`src/rtl/pgs_isqrt.sv`:
```
// Pipelined integer square root, one result bit per stage, with a side tag.
// Self-contained; no package needed.
module pgs_isqrt #(
	parameter int unsigned XW = 56,
	parameter int unsigned TW = 1
) (
	input  logic              clk,
	input  logic              arst_n,
	input  logic              in_valid,
	input  logic [XW-1:0]     x,
	input  logic [TW-1:0]     tag,
	output logic              out_valid,
	output logic [XW/2-1:0]   root,
	output logic [TW-1:0]     out_tag
);

	localparam int unsigned N = XW / 2;

	logic [XW-1:0] x_s   [N];
	logic [XW-1:0] r_s   [N];
	logic [TW-1:0] tag_s [N];
	logic          v_s   [N];

	for (genvar k = 0; k < N; k++) begin : g_stage
		localparam logic [XW-1:0] BIT = XW'(1) << (XW - 2 - 2 * k);
		logic [XW-1:0] x_in;
		logic [XW-1:0] r_in;
		logic [TW-1:0] tag_in;
		logic          v_in;
		logic [XW-1:0] trial;

		if (k == 0) begin : g_first
			assign x_in   = x;
			assign r_in   = '0;
			assign tag_in = tag;
			assign v_in   = in_valid;
		end else begin : g_next
			assign x_in   = x_s[k-1];
			assign r_in   = r_s[k-1];
			assign tag_in = tag_s[k-1];
			assign v_in   = v_s[k-1];
		end

		assign trial = r_in + BIT;

		always_ff @(posedge clk or negedge arst_n) begin
			if (!arst_n) begin
				v_s[k] <= 1'b0;
			end else begin
				v_s[k] <= v_in;
			end
		end

		always_ff @(posedge clk) begin
			if (x_in >= trial) begin
				x_s[k] <= x_in - trial;
				r_s[k] <= (r_in >> 1) + BIT;
			end else begin
				x_s[k] <= x_in;
				r_s[k] <= r_in >> 1;
			end
			tag_s[k] <= tag_in;
		end
	end

	assign out_valid = v_s[N-1];
	assign root      = r_s[N-1][N-1:0];
	assign out_tag   = tag_s[N-1];

endmodule

```
`config.mk`:
```
export PLATFORM = sky130hd
export DESIGN_NAME = pgs_isqrt
export DESIGN_NICKNAME = d
export VERILOG_FILES = /design/src/rtl/pgs_isqrt.sv
export SDC_FILE = /design/constraint.sdc
export NUM_CORES = 2
export LEC_CHECK = 0
export ABC_AREA = 1
export BUFFER_PORTS_ARGS = -buffer_cell sky130_fd_sc_hd__clkbuf_2
export CORE_ASPECT_RATIO = 0.75
export CORE_UTILIZATION = 50
export CTS_CLUSTER_SIZE = 20
export DETAILED_ROUTE_END_ITERATION = 6
export PLACE_DENSITY = 0.74
export SLEW_MARGIN = 20
export SYNTH_ARGS = -nofsm -noshare
export SYNTH_HDL_FRONTEND = slang
export SYNTH_SLANG_ARGS = --single-unit
```
`constraint.sdc`:
```
create_clock -name clk -period 5.3 [get_ports clk]
set_input_delay 1.06 -clock clk [delete_from_list [all_inputs] [get_ports clk]]
set_output_delay 1.06 -clock clk [all_outputs]
set_load 0.01 [all_outputs]
```
==> results.cfg <==
[clocking]
htree_levels = 4
clockRootBuffer = clkbuf_16
clkTransAtPathRegs_ns = 0.07
postCtsResizedCells = 0
numClockSinks = 1974
hold_buffers = 0
cts_setup_buffers = 0
clock_path_buffers = 3
cts_buffers = 183
clock_latency_ns = 0.87
cts_tree = yes

[drt]
wl_met3_um = 37800
top_signal_layer_used = met5
drc_errors = 0
first_pass_iters = 6
vias = 83300
initialDrtViolationCount = 10000
wl_met2_um = 108000
wl_met1_um = 145000
detail-route-antenna-nets = 0
vias_per_cell = 5.21
wl_um = 296000
wire_per_inst_um = 18.6

[yosys]
synthFlopType = dfxtp_1
ys_ff_latch = 1974
synthCells = 13200
yosys.cell_types.count = 55
synth_edf_count = 0
synthesis.nets = 13700
syn_area_per_cell_um2 = 6.98
synth_area_leaders = dfxtp_1, nand2_1, inv_1
asyncSetResetFlopFracSynth = 0.0142
yosys.area.top_type = dfxtp_1
synth_top_cell_area_share = 0.423
yosysSeqAreaShare = 0.430
syn_area_um2 = 92200
yosysWarnings = 0

[setup_path]
worstPathRequired_ns = 5.95
crit_path_end_kind = flop
crit_fanout = 37
critPathKind = flop to flop
crit_arrival_ns = 4.23
critPathLaunchType = flop

[grt]
grt_pass1_vias = 74500
overflow = 0
antenna_found_initial = 11
grt_use_total = 0.310
grt_pass1_wl_um = 446000
grt_max_degree = 65

[die]
fp.dieH_um = 374
ios = 90
die_area_um2 = 186000
std_cell_rows = 136
die_x_um = 498
start_util = 0.503
core_area_um2 = 183000

[sta]
setup_viol = 0
fin_worst_skew_ns = 0.101
period_share = 0.676
period_needed_ns = 3.58
rsz0062_at_grt = no
fmax_mhz = 279
tightest_slew_ns = 1.03
finalMaxSlewViolations = 0
fin_setup_tns_ns = 0
relSlewSlack = 0.316
final-hold-violation-count = 0

[finish]
final_cell_area_um2 = 102000
nets = 13900
final_util = 0.554
area_delta_synth_final_pct = 10.2
mostFrequentLayoutCell = nand2_1
final_cell_mix = nand2_1, inv_1, dfxtp_1
drive_gt1_frac = 0.0418
final.fill_count = 17700
instances_no_fill = 16000

[outcome]
status = completed

[power]
leakagePower_nw = 52.1
pwr_density_cell_nw_per_um2 = 541
ir_drop_mv = 0.355

[hold_path]
hold_path_class = primary input to asynchronous set/reset pin

[placement]
gp_congestion = 1.03
dpl-instance-area_um2 = 95000
io_buffers = 89
dp.final_hpwl_um = 242000
placedCellCount = 15600

[run]
max_cap_viol_count = 0
-- stage by stage --
| step | hold WS, ns | worst slack (ns) | total power, W |
|---|---|---|---|
| final | 0.182 | 1.72 | 0.0550 |
| after detailed placement | 0.312 | 1.86 | 0.0402 |
| after CTS | 0.145 | 1.83 | 0.0544 |
| after floorplan | 0.310 | 3.36 | 0.0335 |
| after global placement | 0.310 | 1.82 | 0.0402 |
| after global routing | 0.197 | 1.62 | 0.0581 |
-- critical path, cell delays in order (launching register included) --
cell	delay, ns
dfxtp_1	0.53
inv_1	0.08
ha_1	0.34
nand2_1	0.15
nor2_1	0.07
o21ai_1	0.16
nand2_1	0.15
nand2_1	0.09
nand3_1	0.14
nor2_4	0.74
buf_4	0.35
inv_1	0.24
nand3_1	0.15
nand2_1	0.20
-- cell families (layout without fill, tap and decap cells) --
group                    after synthesis  count (layout)  synth area share
adder cells (fa/ha/maj)              432             432            0.0586
flip-flops                          1974            1974             0.430
other                                  0               3                 0
XOR/XNOR                             356             356            0.0339
AO/OA/AOI/OAI                       1002            1002            0.0582
buffers and inverters               2262            2607            0.0964
AND/OR/NAND/NOR                     7182            7182             0.323
-- power breakdown --
part	leakage, nW	internal (W)	switching [W]	total, W
clock network	3.17	0.00789	0.00628	0.0142
logic	32.3	0.00603	0.0124	0.0185
registers	16.6	0.0183	0.00406	0.0223
-- routing by layer --
layer | vias to the layer above | GRT usage
met4 | 2 | 0.0562
met2 | 3788 | 0.408
met3 | 326 | 0.0797
met5 | - | 0
li1 | 41400 | -
met1 | 37700 | 0.495
-- flip-flops by register name (all words and copies together) (netlist names) --
register / flops
x_s: 1512
r_s: 406
tag_s: 28
g_stage.v_in: 27
out_valid: 1
-- layout make-up --
type,count,area [um^2],share of cell area
diodes,3,7.51,0.0000739
clock buffers,234,5080,0.0500
clock inverters,111,1550,0.0152
inverters,2164,8130,0.0800
multi-input cells,8972,43700,0.430
flip-flops and latches,1974,39700,0.390
well taps,2415,3020,0.0297
repair buffers,98,513,0.00505
-- synthesized netlist by cell type (21+ instances only) --
cell type  number
nor3_1        167
o21ai_1       146
nand3_1       749
nor2_1       1494
ha_1          432
nand2_1      4206
dfrtp_1        28
nor4_1        109
a21oi_2        31
nand3b_1       90
a21o_1         21
nand4_1       250
a21oi_1       499
xor2_1        161
nor2_2         30
inv_1        2146
buf_6          34
xnor2_1       194
o21ai_0       244
dfxtp_1      1946
buf_2          43
-- worst paths after layout --
check | cells past startpoint | startpoint | slack (ns) | endpoint
max reg2reg | 13 | r_s[2][131] | 1.72 | x_s[19][35]
max | 13 | r_s[2][131] | 1.72 | x_s[19][35]
min reg2reg | 0 | tag_s[2][0] | 0.29 | tag_s[2][1]
min in group clk | 1 | in_valid | 0.27 | g_stage[1].v_in
max in group asynchronous | 1 | arst_n | 4.70 | g_stage[23].v_in
min | 1 | arst_n | 0.18 | g_stage[9].v_in
Power figures use the tool's default switching activity.
