==> config.mk <==
export PLATFORM = sky130hd
export DESIGN_NAME = pgs_div
export DESIGN_NICKNAME = d
export VERILOG_FILES = /design/src/rtl/pgs_pkg.sv /design/src/rtl/pgs_div.sv
export SDC_FILE = /design/constraint.sdc
export NUM_CORES = 2
export LEC_CHECK = 0
export BUFFER_PORTS_ARGS = -buffer_cell sky130_fd_sc_hd__buf_4
export CAP_MARGIN = 10
export CORE_ASPECT_RATIO = 1.2
export CORE_UTILIZATION = 45
export CTS_CLUSTER_DIAMETER = 80
export DETAILED_ROUTE_END_ITERATION = 10
export SYNTH_ARGS = -nofsm -noshare
export SYNTH_HDL_FRONTEND = slang
export SYNTH_SLANG_ARGS = --single-unit
==> constraint.sdc <==
create_clock -name clk -period 3.5 [get_ports clk]
set_input_delay 0.525 -clock clk [delete_from_list [all_inputs] [get_ports clk]]
set_output_delay 0.525 -clock clk [all_outputs]
set_load 0.05 [all_outputs]
==> src/rtl/pgs_pkg.sv <==
// Shared types and constants of the polar Gaussian sample pair block.
// Depends on nothing; imported by pgs_div, pgs_log and the top level (pgs_isqrt does not use it).
package pgs_pkg;

	localparam int unsigned IN_BITS          = 16;
	localparam int unsigned OUT_FRAC_DEFAULT = 12;
	localparam int unsigned OUT_W            = 16;

	localparam int unsigned NORM_W  = 64;
	localparam int unsigned LZ_W    = 6;
	localparam int unsigned M_W     = 31;
	localparam int unsigned EX_W    = 6;
	localparam int unsigned LOG_FRAC = 24;
	localparam int unsigned LVAL_W  = EX_W + LOG_FRAC;
	localparam logic [32:0] TWO_LN2_Q32 = 33'd5954088944;
	localparam int unsigned C_HI_W  = 17;
	localparam int unsigned C_LO_W  = 16;
	localparam int unsigned Q_W     = 39;
	localparam int unsigned LOG_LAT = LOG_FRAC + 3;

	localparam int unsigned RQ_XW   = 56;
	localparam int unsigned R_W     = RQ_XW / 2;
	localparam int unsigned R_FRAC  = 24;
	localparam int unsigned SP_W    = NORM_W - 2;
	localparam int unsigned D_W     = SP_W / 2;
	localparam int unsigned C_W     = 31;
	localparam int unsigned C_FRAC  = 30;

	typedef struct packed {
		logic signed [IN_BITS-1:0] uniform_a;
		logic signed [IN_BITS-1:0] uniform_b;
	} pgs_in_t;

	typedef struct packed {
		logic signed [OUT_W-1:0] normal_sample;
		logic                    is_last;
	} pgs_out_t;

endpackage

==> src/rtl/pgs_div.sv <==
// Pipelined restoring divider giving the Q.30 ratio of a sample to sqrt(s).
// Depends on pgs_pkg for the operand and quotient widths.
module pgs_div
	import pgs_pkg::*;
#(
	parameter int unsigned TW = 1
) (
	input  logic             clk,
	input  logic             arst_n,
	input  logic             in_valid,
	input  logic [D_W-1:0]   num,
	input  logic [D_W-1:0]   den,
	input  logic [TW-1:0]    tag,
	output logic             out_valid,
	output logic [C_W-1:0]   quo,
	output logic [TW-1:0]    out_tag
);

	logic [D_W-1:0] rem_s [C_W];
	logic [D_W-1:0] den_s [C_W];
	logic [C_W-1:0] quo_s [C_W];
	logic [TW-1:0]  tag_s [C_W];
	logic           v_s   [C_W];

	for (genvar k = 0; k < C_W; k++) begin : g_stage
		logic [D_W:0]   trial;
		logic [D_W:0]   diff;
		logic [D_W-1:0] den_in;
		logic [C_W-1:0] quo_in;
		logic [TW-1:0]  tag_in;
		logic           v_in;
		logic           ge;

		if (k == 0) begin : g_first
			assign trial  = {1'b0, num};
			assign den_in = den;
			assign quo_in = '0;
			assign tag_in = tag;
			assign v_in   = in_valid;
		end else begin : g_next
			assign trial  = {rem_s[k-1], 1'b0};
			assign den_in = den_s[k-1];
			assign quo_in = quo_s[k-1];
			assign tag_in = tag_s[k-1];
			assign v_in   = v_s[k-1];
		end

		assign diff = trial - {1'b0, den_in};
		assign ge   = trial >= {1'b0, den_in};

		always_ff @(posedge clk or negedge arst_n) begin
			if (!arst_n) begin
				v_s[k] <= 1'b0;
			end else begin
				v_s[k] <= v_in;
			end
		end

		always_ff @(posedge clk) begin
			rem_s[k] <= ge ? diff[D_W-1:0] : trial[D_W-1:0];
			den_s[k] <= den_in;
			quo_s[k] <= {quo_in[C_W-2:0], ge};
			tag_s[k] <= tag_in;
		end
	end

	assign out_valid = v_s[C_W-1];
	assign quo       = quo_s[C_W-1];
	assign out_tag   = tag_s[C_W-1];

endmodule

==> results.tsv <==
stage	metric	value	unit
status	outcome	finished with violations	
status	violations	negative setup slack	
setup_path	slowest_delay	0.38	ns
drt	drt_iter0_markers	3836	
placed_design	dp_hpwl	200	mm
timing	fin_crit	3.72	ns
die	pin_count	99	
clock_tree	cts_tree	done	
clock_tree	clk_pin_slew	0.06	ns
power_and_ir_drop	p_leak	58.8	nW
finish	synthToLayoutAreaGrowth	18.5	%
clock_tree	cts_buffer_depth	4	
drt	drc	0	
timing	worst_pin_slew	0.819	ns
timing	hold_violations	0	
clock_tree	cts-root-buf	clkbuf_16	
setup_path	reg2reg_to	rem_s[1][284]	
global_routing	grtUsageTotal	21.3	%
die	initial_core_util	45.5	%
die	fp.dieW	445	um
min_path	hp-class	input port to async pin	
logic_synthesis	netlist_area	0.106	mm2
finish	fin_nets	12900	
timing	fin_crit_sh	106	%
logic_synthesis	synth_warnings	0	
timing	clock.fmax	0.269	GHz
clock_tree	numCtsBuffers	266	
power_and_ir_drop	p_total	0.141	W
logic_synthesis	synth_seq_cells	2418	
logic_synthesis	synth_fa_ha_area_share	11.9	%
timing	grt_setup_unrepaired	true	
logic_synthesis	synth_top_cell_by_area	dfxtp_1	
placed_design	io_buffer_count	98	
setup_path	worstSetupPathType	register to register	
timing	whs	0.134	ns
global_routing	grt_max_degree	51	
logic_synthesis	synth.avg_cell_area	9.57	um2
logic_synthesis	yosysSeqAreaShare	45.7	%
setup_path	crit_path_end_kind	register	
finish	drive_gt1_share	14.1	%
finish	fin_util	53.8	%
setup_path	regToRegSetupSlack	-0.22	ns
drt	via_per_inst	5.20	
drt	vias	78900	
setup_path	critPathLaunchType	register	
setup_path	cp_num_cells	15	
setup_path	worst-endpoint-arrival	4.42	ns
placed_design	gp_congestion	0.909	
logic_synthesis	synthMuxAreaShare	3.91	%
logic_synthesis	synth-edff-count	0	
power_and_ir_drop	p_comb_share	49.0	%
setup_path	crit_end	rem_s[1][284]	
die	core	0.234	mm2
setup_path	cp_max_fo	6	
logic_synthesis	synthArstFlopShare	1.28	%
global_routing	grt_pass1_wl	412	mm
timing	layout_setup_ws	-0.220	ns
power_and_ir_drop	power_switching_share	37.7	%
logic_synthesis	synthXorXnorAreaFrac	6.62	%
die	die_h	534	um
logic_synthesis	yosys.cell_count.top_type	dfxtp_1	
power_and_ir_drop	p_sw	0.0530	W
setup_path	reg2reg_depth	15	
logic_synthesis	synth_top_area_share	45.0	%
drt	final_antenna_net_count	0	
global_routing	grt_overflow	0	
power_and_ir_drop	seqPwrFrac	30.4	%
timing	finalSetupTns	-6.00	ns
drt	drt-wirelength-per-cell	17.3	um
power_and_ir_drop	pwr_density_cell	1120	mW/mm2
timing	setup_viol	31	
logic_synthesis	synth-compound-area-share	17.0	%
logic_synthesis	ys_top_cells_by_area	dfxtp_1 45%, ha_1 11%, a21oi_1 4.3%	
clock_tree	clock_latency	0.87	ns
setup_path	crit_path_start	den_s[24][0]	
power_and_ir_drop	p_int	0.0877	W
setup_path	crit_required	4.21	ns
logic_synthesis	synth_fp_nets	12200	
logic_synthesis	ys_types	86	
drt	wl	262	mm
die	fp.dieArea	0.238	mm2
setup_path	crit_family	compound AO/OA/AOI/OAI gates	
logic_synthesis	synth-simple-area-share	9.76	%
logic_synthesis	synth_top_family_by_area	compound AO/OA/AOI/OAI gates	
drt	firstDrtPassIters	6	
power_and_ir_drop	clkPwrFrac	20.6	%
setup_path	crit_chain	inv_2 -> fa_2 -> a21o_1 -> a21oi_2 -> nor2b_1 -> o21a_1 -> o41a_4 -> a221oi_4 -> a21boi_2 -> o21ai_1 -> a221o_1 -> a211oi_4 -> buf_4 -> buf_6 -> mux2_1	
job	drv_cap	0	
logic_synthesis	ys.flop_type	dfxtp_1	
clock_tree	htreeDepth	5	
die	row_count	194	
setup_path	slowest_stage	o41a_4	
setup_path	cp.buffers_inverters	3	
clock_tree	cts_sinks	2418	
logic_synthesis	synthTopCellsByCount	2387 x dfxtp_1, 1196 x inv_1, 960 x ha_1, 914 x a21oi_1, 710 x nand2_1	
global_routing	antenna_found_initial	2	
logic_synthesis	synthCells	11100	
timing	fin_skew	0.0657	ns
global_routing	grt_pass1_vias	80000	
timing	maxSlewViolCount	0	
power_and_ir_drop	irDropWorstVdd	614	uV
setup_path	r2r-start	den_s[24][0]	
timing	relSlewSlack	44.9	%
-- sequential cells by signal, summed over array words and instances, names as in the netlist --
register	count
g_stage.v_in	30
quo_s	496
den_s	930
rem_s	930
out_valid	1
tag_s	31
-- cell families after synthesis --
logic type,Yosys count
AOI/OAI and AO/OA,2905
xor gates and xnor gates,802
adders and majority gates,990
buffers and inverters,1406
DFF,2418
muxes,370
and+or+nand+nor,2206
-- layer usage --
layer | GRT usage (%) | vias to the layer above | part of all wire, %
li1 | - | 39700 | -
met1 | 21.9 | 37000 | 38
met4 | 10.1 | 0 | 5.1
met5 | 0 | - | 0
met2 | 41.9 | 1494 | 54
met3 | 2.66 | 698 | 3.2
-- layout by cell type (no fill, tap or decap), drive strengths merged, types with 116 or more instances in the layout --
cell type  netlist  routed
nand2          710     710
a21o           487     487
mux2           361     361
buf             36     587
dfxtp         2387    2387
ha             960     960
xnor2          500     500
nand3          146     146
a21oi          915     915
inv           1196    1211
o21bai         140     140
clkbuf         174     362
xor2           302     302
nand2b         116     116
nor2           606     606
nand4          126     126
o21ai          705     705
-- how the worst min path moves through the flow --
stage | end | slack (ns) | cells past startpoint
floorplan | g_stage[10].v_in | 0.23 | 0
global placement | quo_s[23][4] | 0.31 | 0
detailed placement | quo_s[13][3] | 0.31 | 0
CTS | g_stage[10].v_in | 0.09 | 2
global route | g_stage[10].v_in | 0.15 | 2
finish | g_stage[6].v_in | 0.13 | 2
-- area by class of cell --
type	instances	area, um2
sequential	2418	48600
antenna	1	2.50
inverter	1196	4490
timing repair buffer	669	6070
clock inverter	115	1660
fill	21100	108000
clock buffer	346	7480
multi-input combinational	7273	53500
tap	3136	3920
-- metrics by stage --
step,setup WS [ns],cells,instance area [um2]
after floorplan,-0.0767,11100,106000
after global placement,-0.504,14500,114000
after detailed placement,-0.314,14500,114000
after CTS,-0.217,15100,124000
after global routing,-0.375,15200,126000
final,-0.220,15200,126000
-- power groups by stage --
stage               combinational, W  clock (W)  sequential (W)
global route                  0.0763     0.0310          0.0436
detailed placement            0.0647          0          0.0434
floorplan                     0.0480          0          0.0410
global placement              0.0636          0          0.0434
finish                        0.0689     0.0290          0.0428
CTS                           0.0663     0.0298          0.0429
-- what timing repair did --
item | in CTS | in global routing
pin swaps | 27 | 95
setup buffers | 34 | 38
hold buffers | 65 | 0
gates resized for setup | 68 | 262
hold endpoints to repair | 95 | 0
endpoints found under the setup margin | 317 | 711
gates cloned | 6 | 17
Power figures use the tool's default switching activity.
